==> config.mk <==
export PLATFORM = sky130hd
export DESIGN_NAME = url_percent_decoder_top
export DESIGN_NICKNAME = d
export VERILOG_FILES = /design/src/sv/upd_pkg.sv /design/src/sv/upd_front.sv /design/src/sv/upd_fifo.sv /design/src/sv/upd_back.sv /design/src/sv/url_percent_decoder_top.sv
export SDC_FILE = /design/constraint.sdc
export NUM_CORES = 1
export LEC_CHECK = 0
export ABC_CLOCK_PERIOD_IN_PS = 3900
export BUFFER_PORTS_ARGS = -buffer_cell sky130_fd_sc_hd__buf_4
export CAP_MARGIN = 20
export CORE_ASPECT_RATIO = 1.75
export CORE_UTILIZATION = 45
export DETAILED_ROUTE_END_ITERATION = 7
export GPL_ROUTABILITY_DRIVEN = 0
export SLEW_MARGIN = 30
export SYNTH_ARGS = -nofsm -noshare
export SYNTH_HDL_FRONTEND = slang
export SYNTH_SLANG_ARGS = --single-unit
==> constraint.sdc <==
create_clock -name clk -period 3.9 [get_ports clk]
set_input_delay 0.78 -clock clk [delete_from_list [all_inputs] [get_ports clk]]
set_output_delay 0.78 -clock clk [all_outputs]
set_load 0.02 [all_outputs]
==> src/sv/upd_pkg.sv <==
package upd_pkg;

  localparam int QDEPTH = 4;

  localparam logic [7:0] CH_NUL     = 8'h00;
  localparam logic [7:0] CH_PLUS    = 8'h2B;
  localparam logic [7:0] CH_SPACE   = 8'h20;
  localparam logic [7:0] CH_PERCENT = 8'h25;
  localparam logic [7:0] CH_LOWER_BASE = 8'h61 - 8'd10;
  localparam logic [7:0] CH_UPPER_BASE = 8'h41 - 8'd10;
  localparam logic [7:0] CH_DIGIT_BASE = 8'h30;

  typedef enum logic [1:0] {
    PH_IDLE = 2'd0,
    PH_PCT  = 2'd1,
    PH_DIG  = 2'd2
  } phase_t;

  typedef struct packed {
    logic       two;
    logic [7:0] c0;
    logic       e0;
    logic [7:0] c1;
    logic       e1;
  } entry_t;

  function automatic logic is_hex(input logic [7:0] c);
    return (c inside {[8'h30:8'h39], [8'h61:8'h66], [8'h41:8'h46]});
  endfunction

  function automatic logic [3:0] hex_val(input logic [7:0] c);
    logic [7:0] v;
    v = 8'h00;
    if (c inside {[8'h30:8'h39]}) begin
      v = c - CH_DIGIT_BASE;
    end else if (c inside {[8'h61:8'h66]}) begin
      v = c - CH_LOWER_BASE;
    end else if (c inside {[8'h41:8'h46]}) begin
      v = c - CH_UPPER_BASE;
    end
    return v[3:0];
  endfunction

endpackage

==> src/sv/upd_front.sv <==
module upd_front (
  input  logic            clk,
  input  logic            rst,
  input  logic            in_valid,
  output logic            in_stall,
  input  logic [7:0]      in_char,
  input  logic            full,
  output logic            push,
  output upd_pkg::entry_t entry
);

  upd_pkg::phase_t phase, phase_next;
  logic [7:0] held, held_next;
  logic       accept;
  logic       go_plain;
  logic       pre_v;
  logic       pl_v;
  logic [7:0] pl_c;
  logic       pl_e;

  assign in_stall = full;
  assign accept   = in_valid && !in_stall;

  always_comb begin
    phase_next = phase;
    held_next  = held;
    go_plain   = 1'b0;
    pre_v      = 1'b0;
    pl_v       = 1'b0;
    pl_c       = in_char;
    pl_e       = 1'b0;
    case (phase)
      upd_pkg::PH_PCT: begin
        if (upd_pkg::is_hex(in_char)) begin
          held_next  = in_char;
          phase_next = upd_pkg::PH_DIG;
        end else begin
          go_plain = 1'b1;
        end
      end
      upd_pkg::PH_DIG: begin
        if (upd_pkg::is_hex(in_char)) begin
          pl_v       = 1'b1;
          pl_c       = {upd_pkg::hex_val(held), upd_pkg::hex_val(in_char)};
          phase_next = upd_pkg::PH_IDLE;
        end else begin
          pre_v    = 1'b1;
          go_plain = 1'b1;
        end
      end
      default: begin
        go_plain = 1'b1;
      end
    endcase
    if (go_plain) begin
      phase_next = upd_pkg::PH_IDLE;
      if (in_char == upd_pkg::CH_NUL) begin
        pl_v = 1'b1;
        pl_c = upd_pkg::CH_NUL;
        pl_e = 1'b1;
      end else if (in_char == upd_pkg::CH_PERCENT) begin
        phase_next = upd_pkg::PH_PCT;
      end else if (in_char == upd_pkg::CH_PLUS) begin
        pl_v = 1'b1;
        pl_c = upd_pkg::CH_SPACE;
      end else begin
        pl_v = 1'b1;
      end
    end
  end

  always_comb begin
    if (pre_v) begin
      entry.two = pl_v;
      entry.c0  = held;
      entry.e0  = 1'b0;
    end else begin
      entry.two = 1'b0;
      entry.c0  = pl_c;
      entry.e0  = pl_e;
    end
    entry.c1 = pl_c;
    entry.e1 = pl_e;
  end

  assign push = accept && (pre_v || pl_v);

  always_ff @(posedge clk) begin
    if (rst) begin
      phase <= upd_pkg::PH_IDLE;
      held  <= 8'h00;
    end else if (accept) begin
      phase <= phase_next;
      held  <= held_next;
    end
  end

`ifndef SYNTHESIS
  a_end_clears_phase: assert property (@(posedge clk) disable iff (rst)
    (accept && pl_e) |=> (phase == upd_pkg::PH_IDLE))
    else $error("escape state survives a terminator");
  a_push_not_full: assert property (@(posedge clk) disable iff (rst)
    push |-> !full)
    else $error("word pushed into a full queue");
`endif

endmodule

==> src/sv/upd_fifo.sv <==
module upd_fifo #(
  parameter int DEPTH = upd_pkg::QDEPTH
) (
  input  logic            clk,
  input  logic            rst,
  input  logic            push,
  input  upd_pkg::entry_t wr_entry,
  input  logic            pop,
  output upd_pkg::entry_t head,
  output logic            full,
  output logic            empty
);

  localparam int PW = (DEPTH > 1) ? $clog2(DEPTH) : 1;
  localparam int CW = $clog2(DEPTH + 1);

  upd_pkg::entry_t mem [DEPTH];
  logic [PW-1:0] wr_ptr;
  logic [PW-1:0] rd_ptr;
  logic [CW-1:0] count;

  assign full  = (count == CW'(DEPTH));
  assign empty = (count == '0);
  assign head  = mem[rd_ptr];

  always_ff @(posedge clk) begin
    if (push) begin
      mem[wr_ptr] <= wr_entry;
    end
  end

  always_ff @(posedge clk) begin
    if (rst) begin
      wr_ptr <= '0;
      rd_ptr <= '0;
      count  <= '0;
    end else begin
      if (push) begin
        wr_ptr <= (wr_ptr == PW'(DEPTH - 1)) ? '0 : wr_ptr + 1'b1;
      end
      if (pop) begin
        rd_ptr <= (rd_ptr == PW'(DEPTH - 1)) ? '0 : rd_ptr + 1'b1;
      end
      case ({push, pop})
        2'b10:   count <= count + 1'b1;
        2'b01:   count <= count - 1'b1;
        default: count <= count;
      endcase
    end
  end

`ifndef SYNTHESIS
  a_pop_not_empty: assert property (@(posedge clk) disable iff (rst)
    pop |-> !empty)
    else $error("word popped from an empty queue");
  a_count_bound: assert property (@(posedge clk) disable iff (rst)
    count <= CW'(DEPTH))
    else $error("queue count out of range");
`endif

endmodule

==> src/sv/upd_back.sv <==
module upd_back (
  input  logic            clk,
  input  logic            rst,
  input  upd_pkg::entry_t head,
  input  logic            empty,
  output logic            pop,
  output logic            out_valid,
  input  logic            out_stall,
  output logic [7:0]      out_char,
  output logic            is_end
);

  logic idx;
  logic take;

  assign out_valid = !empty;
  assign out_char  = idx ? head.c1 : head.c0;
  assign is_end    = idx ? head.e1 : head.e0;
  assign take      = out_valid && !out_stall;
  assign pop       = take && (idx || !head.two);

  always_ff @(posedge clk) begin
    if (rst) begin
      idx <= 1'b0;
    end else if (take) begin
      idx <= !idx && head.two;
    end
  end

`ifndef SYNTHESIS
  a_idx_has_entry: assert property (@(posedge clk) disable iff (rst)
    idx |-> (!empty && head.two))
    else $error("second word selected without a pair at the head");
`endif

endmodule

==> src/sv/url_percent_decoder_top.sv <==
// Streaming URL decoder: one encoded byte is taken per cycle while the queue is not full, and
// decoded words leave one per cycle while out_stall is low, with plus turned into space and
// percent escapes folded into single bytes; a zero byte ends the string and gives a word with
// is_end set. A front stage decodes and holds the escape state, and a small queue (QDEPTH
// entries) feeds a back stage that sends the words out. An input byte gives zero, one or two
// words; only a broken escape gives two, and the queue absorbs the extra word. The front stage
// is combinational and the queue write is registered.
module url_percent_decoder_top #(
  parameter int QDEPTH = upd_pkg::QDEPTH
) (
  input  logic       clk,
  input  logic       rst,
  input  logic       in_valid,
  output logic       in_stall,
  input  logic [7:0] in_char,
  output logic       out_valid,
  input  logic       out_stall,
  output logic [7:0] out_char,
  output logic       is_end
);

  upd_pkg::entry_t wr_entry;
  upd_pkg::entry_t head;
  logic push;
  logic pop;
  logic full;
  logic empty;

  upd_front u_front (
    .clk      (clk),
    .rst      (rst),
    .in_valid (in_valid),
    .in_stall (in_stall),
    .in_char  (in_char),
    .full     (full),
    .push     (push),
    .entry    (wr_entry)
  );

  upd_fifo #(
    .DEPTH (QDEPTH)
  ) u_fifo (
    .clk      (clk),
    .rst      (rst),
    .push     (push),
    .wr_entry (wr_entry),
    .pop      (pop),
    .head     (head),
    .full     (full),
    .empty    (empty)
  );

  upd_back u_back (
    .clk       (clk),
    .rst       (rst),
    .head      (head),
    .empty     (empty),
    .pop       (pop),
    .out_valid (out_valid),
    .out_stall (out_stall),
    .out_char  (out_char),
    .is_end    (is_end)
  );

endmodule

==> results.ini, run 1 <==
[run_status]
status=complete, no violations

[clock_network]
cts.sinks=96
cts_setup_buffers=0
cts_tree=done
cts.repair.resized=0
clkTransAtPathRegs_ns=0.06
cts_made_buffers=9
cts-hold-fix-buffers=0
cts_root_buffer=clkbuf_16
clockBufferDepth=2
insertion_delay_ns=0.33
htree_levels=3

[sta]
period_needed_ns=2.96
finClkSkew_ns=0.00658
hold_violations=0
finalMaxSlewViolations=0
max-slew-margin-rel_pct=54.9
setup_viol=0
clock.fmax_ghz=0.337
timing.hold.ws_ns=0.482
finalCritPeriodShare_pct=76.0
rsz0062_at_grt=no
finalSetupTns_ns=0
fin_ws_ns=0.936
worstMarginPinSlew_ns=0.673

[synthesis]
ys_top_cells_by_area=edfxtp_1 (49%), mux4_2 (9.3%), dfxtp_1 (8.7%)
synth_top_family_by_area=multiplexers
synth_ff_type=edfxtp_1
synth_fa_ha_area_share_pct=4.76
ys_seq_elements=96
yosysSeqAreaShare_pct=58.0
synth_top_area_share_pct=49.3
syn-instance-count=318
synthMuxAreaShare_pct=14.2
synth_xor_area_share_pct=0.947
netlist_area_um2=4630
synth-compound-area-share_pct=10.1
synth_nets=347
async_flop_share_pct=0
synth_cell_type_count=60
syn_avg_cell_area_um2=14.5
synth_edf_count=76
yosys.area_share.simple_pct=8.93
yosys.area.top_type=edfxtp_1
yosys_warnings=0

[power]
p_per_area_nw_per_um2=511
p_leak_uw=0.00177
vdd_drop_max_mv=0.402

[final_layout]
area_delta_synth_final_pct=12.7
n_antenna_cell=0
fill_cells=859
drive_gt1_share_pct=26.3
final_nets=377

[setup_path]
crit_arrival_ns=3.23
cp-end-kind=flip-flop
crit_chain=buf_4, inv_1, ha_1, nor2b_1, a211oi_4, o21ai_4, a21oi_4, inv_2, ha_1, inv_1, fa_1, xor2_1, or3_1, a21oi_1
worst-path-buf-inv=4
worstPathMaxFanout=6
worst_path_max_delay_cell=fa_1
path_class=input pin to flip-flop
critPathMaxStageDelay_ns=0.37
cp_data_required_time_ns=4.17
worstSetupStartpointType=input pin
crit_family=adder cells

[floorplan]
ios=23
dieWidth_um=78.6
core-area_um2=9910
dieArea_um2=10700
num_rows=48
start_util_pct=46.7
die_h_um=136

[placed_design]
dp_hpwl_um=6320
post-place-ws_ns=0.591
port_buffers=22

[routing]
wl_um=8740
drtIter0Drc=203
vias_per_cell=5.59
wl_met3_um=207
vias=2672
met1_length_um=3460
firstDrtPassIters=4
top_layer=met4
wl_met2_um=4810
antenna_left=0
drc_errors=0
drt-wirelength-per-cell_um=18.3

[global_routing]
grt_pass1_wl_um=14100
overflow=0
grt_pass1_vias=2677
track_usage_pct=17.9
grt_max_degree=21
antenna_found_initial=0

[flow_run]
maxCapViolations=0

[hold_path]
hold_class=flip-flop to flip-flop

area by class of cell:
type | count | area (µm²) | area share (%)
sequential | 96 | 2680 | 51.5
multi-input combinational | 191 | 1800 | 34.5
clock buffer | 13 | 250 | 4.80
timing repair buffer | 31 | 233 | 4.47
tap | 125 | 156 | 3.00
inverter | 19 | 71.3 | 1.37
clock inverter | 3 | 18.8 | 0.360
path summary, 6_finish.rpt:
path              cells after the start            start              end  slack, ns
setup / recovery                     14       in_char[0]  u_fifo.count[2]       0.94
setup reg to reg                      9        flip-flop  u_fifo.count[2]       1.21
hold / removal                        2  u_front.held[7]  u_front.held[7]       0.48
hold reg to reg                       2  u_front.held[7]  u_front.held[7]       0.48
metrics by stage:
stage	area (µm²)	total power (µW)	std cells	utilization [%]
final	5210	2660	478	52.6
after global routing	5210	2780	478	52.6
after detailed placement	4940	1910	462	49.9
after floorplan	4630	1710	318	-
after CTS	5210	2690	478	52.6
after global placement	4940	1890	462	49.9
cells in the final DEF (no fill, tap or decap), types with 4 or more instances in the layout:
master and count:
nor2b_1 5, ha_1 16, mux4_2 19, buf_4 31
mux2_2 11, and2_1 6, dfxtp_1 20, edfxtp_1 76
nand2b_1 7, nor2_1 13, clkbuf_16 9, nand2_1 9
inv_1 17, o21ai_0 17, a21oi_1 16, nor3_1 4
mux2i_1 9, nand3_1 9
power by group:
part	internal (µW)	switching, µW
Sequential	1210	36.7
Combinational	295	336
Clock	448	341
routing by layer:
metal	track usage, %	up-vias
met4	9.36	0
li1	-	1278
met5	0	-
met3	2.75	22
met2	31.3	59
met1	21.0	1313
flip-flops by register name, indices dropped and copies added (netlist names), named ones only:
name           cells
u_back.idx         1
u_front.phase      2
u_fifo.wr_ptr      2
u_front.held       8
u_fifo.count       3
u_fifo.rd_ptr      2
u_fifo.mem        76
cells in the mapped netlist, drive strengths merged, types with 2 or more instances:
master    n
a2111oi   2
a211oi    2
a21o      2
a21oi    17
a221o     2
and2      7
buf       5
clkbuf    7
dfxtp    20
edfxtp   76
ha       16
inv      19
mux2     12
mux2i     9
mux4     19
nand2     9
nand2b    7
nand3     9
nand4     2
nor2     13
nor2b     5
nor3      5
nor3b     3
nor4      2
nor4b     2
o211ai    2
o21a      2
o21ai    18
or3       3
xnor2     3
xor2      2
worst min-delay path: cells and delay by family (launching register included):
family / cells / cell delay (ns)
AND/OR/NAND/NOR: 1 / 0.07
AO/OA/AOI/OAI: 1 / 0.03
flip-flops: 1 / 0.33
logic make-up after synthesis:
group | Yosys count
adders and majority gates | 17
xor gates and xnor gates | 5
DFF | 96
buffers and inverters | 31
muxes | 40
AOI/OAI and AO/OA | 58
and+or+nand+nor | 71
Power figures use the tool's default switching activity.
==> inputs of run 2 (changes only) <==
--- a/config.mk
+++ b/config.mk
@@ -5,7 +5,7 @@
 export SDC_FILE = /design/constraint.sdc
 export NUM_CORES = 1
 export LEC_CHECK = 0
-export ABC_CLOCK_PERIOD_IN_PS = 3900
+export ABC_CLOCK_PERIOD_IN_PS = 2400
 export BUFFER_PORTS_ARGS = -buffer_cell sky130_fd_sc_hd__buf_4
 export CAP_MARGIN = 20
 export CORE_ASPECT_RATIO = 1.75
==> constraint.sdc (replaced) <==
create_clock -name clk -period 2.4 [get_ports clk]
set_input_delay 0.48 -clock clk [delete_from_list [all_inputs] [get_ports clk]]
set_output_delay 0.48 -clock clk [all_outputs]
set_load 0.02 [all_outputs]
==> results.ini, run 2 (synthesis gave the netlist of run 1 again) <==
[run_status]
status=complete, no violations

[setup_path]
worstPathMaxFanout=2  ; -4
critPathMaxStageDelay_ns=0.55  ; +0.18 ns
ff2ff_setup_slack_ns=0.005  ; -1.21 ns
cp_data_required_time_ns=2.67  ; -1.50 ns
crit_family=multiplexers
crit_cells=8  ; -6
worst_path_max_delay_cell=mux4_2
crit_arrival_ns=2.66  ; -0.57 ns
reg2reg_depth=8  ; -1
worstSetupStartpointType=flip-flop
path_class=flip-flop to flip-flop
crit_chain=mux4_2, a211oi_4, ha_4, inv_2, fa_2, xor2_1, or3_1, a21oi_1
worst-path-buf-inv=1  ; -3
critPathCapture=u_fifo.count[2]
r2r-end=u_fifo.count[2]
cp-end-kind=flip-flop

[final_layout]
largest-register=u_fifo.mem
final_nets=425  ; +13%
layout_common_cells=edfxtp_1 (76), buf_4 (71), mux4_2 (19), dfxtp_1 (19), o21ai_0 (17)
area_delta_synth_final_pct=25.2
fin_util_pct=58.5  ; +5.9 points
layout_commonest_cell=edfxtp_1
largest_register_ffs=76  ; unchanged
reg_top3=u_fifo.mem x76, u_front.held x8, u_fifo.count x3
drive_gt1_share_pct=39.4  ; +13 points
fill_cells=826  ; -3.8%
n_antenna_cell=0  ; unchanged

[routing]
antenna_left=0  ; unchanged
firstDrtPassIters=4  ; unchanged
vias=2872  ; +7.5%
wl_um=9410  ; +7.7%
drt-wirelength-per-cell_um=17.9  ; -2.2%
vias_per_cell=5.46  ; -2.3%
drc_errors=0  ; unchanged
drtIter0Drc=136  ; -33%

[sta]
max-slew-margin-rel_pct=57.2  ; +2.3 points
finClkSkew_ns=0.00637  ; -0.000213 ns
finalMaxSlewViolations=0  ; unchanged
timing.hold.ws_ns=0.466  ; -0.0159 ns
clock.fmax_ghz=0.418
period_needed_ns=2.40
finalCritPeriodShare_pct=99.8
setup_viol=0  ; unchanged
worstMarginPinSlew_ns=0.637  ; -0.0359 ns
hold_violations=0  ; unchanged
finalSetupTns_ns=0  ; unchanged
rsz0062_at_grt=yes
fin_ws_ns=0.00490  ; -0.931 ns

[clock_network]
cts.sinks=96  ; unchanged
cts_setup_buffers=0  ; unchanged
clkTransAtPathRegs_ns=0.06  ; about the same
cts_tree=done
cts_made_buffers=9  ; unchanged
clockBufferDepth=2  ; unchanged
htree_levels=3  ; unchanged
cts_root_buffer=clkbuf_16
insertion_delay_ns=0.33  ; about the same
cts-hold-fix-buffers=0  ; unchanged

[floorplan]
ios=23  ; unchanged
start_util_pct=46.7  ; unchanged
core-area_um2=9910  ; unchanged
num_rows=48  ; unchanged
die_h_um=136  ; unchanged
dieArea_um2=10700  ; unchanged
dieWidth_um=78.6  ; unchanged

[hold_path]
holdPathStages=2  ; unchanged
hold_class=input pin to flip-flop

[power]
p_leak_uw=0.00209  ; +18%
p_per_area_nw_per_um2=817  ; +60%
vdd_drop_max_mv=0.589  ; +47%

[global_routing]
antenna_found_initial=0  ; unchanged
grtUsageMet1_pct=20.6  ; -0.43 points
track_usage_pct=19.5  ; +1.6 points
grt_util_met2_pct=36.4  ; +5.1 points
grt_pass1_wl_um=15000  ; +7.0%
overflow=0  ; unchanged
grt.busiest_layer=met2
use_met3_pct=3.36  ; +0.60 points
grt_pass1_vias=2963  ; +11%
grt_max_degree=21  ; unchanged

[flow_run]
maxCapViolations=0  ; unchanged

[placed_design]
post-place-ws_ns=-0.249  ; -0.840 ns
port_buffers=22  ; unchanged
dp_hpwl_um=6970  ; +10%

==> run 2: changes by cell type in the layout (fill, tap and decap cells not counted), moves of 3 or more <==
cell and delta:
buf_4 +40, buf_12 +6, mux2_2 -5, mux2_4 +5, and2_1 -4, and2_2 +4, ha_1 -4, clkbuf_1 -3
==> run 2: per-stage QoR <==
stage	total power (µW)	area [µm²]	cells
after CTS	4760	5770	526
after global routing	4960	5790	526
final	4730	5790	526
after detailed placement	3230	5430	510
after global placement	3200	5430	510
after floorplan	2810	4690	318
==> run 2: per-layer routing <==
metal	vias up	part of all wire [%]
met5	-	0
met4	0	2.9
met3	19	1.9
met2	38	57
met1	1436	38
li1	1379	-
==> run 2: report_power, final <==
part           leakage, µW  total, µW  internal [µW]  switching [µW]
clock             0.000152       1510            913             596
sequential        0.000874       2020           1960            65.2
combinational      0.00106       1200            625             575
==> run 2: worst min-delay path by stage <==
stage	startpoint	to	slack, ns
2_1_floorplan	u_front.held[7]	u_front.held[7]	0.45
3_3_place_gp	u_front.held[7]	u_front.held[7]	0.48
3_5_place_dp	u_front.held[7]	u_front.held[7]	0.49
4_1_cts	out_stall	u_back.idx	0.45
5_1_grt	out_stall	u_back.idx	0.47
6_report	rst	u_front.held[0]	0.47
==> run 2: layout make-up <==
cell class                 instances  area (µm²)  area share (%)
sequential                        96        2690            46.4
clock buffer                       9         225            3.89
tap                              125         156            2.70
clock inverter                     7        92.6            1.60
timing repair buffer              79         676            11.7
inverter                          19        75.1            1.30
multi-input combinational        191        1880            32.5
==> run 2: repair_timing <==
item                                    CTS  global route
resized for setup                         5             7
pin swaps                                 3             0
cloned                                    0             0
endpoints found under the setup margin   10            10
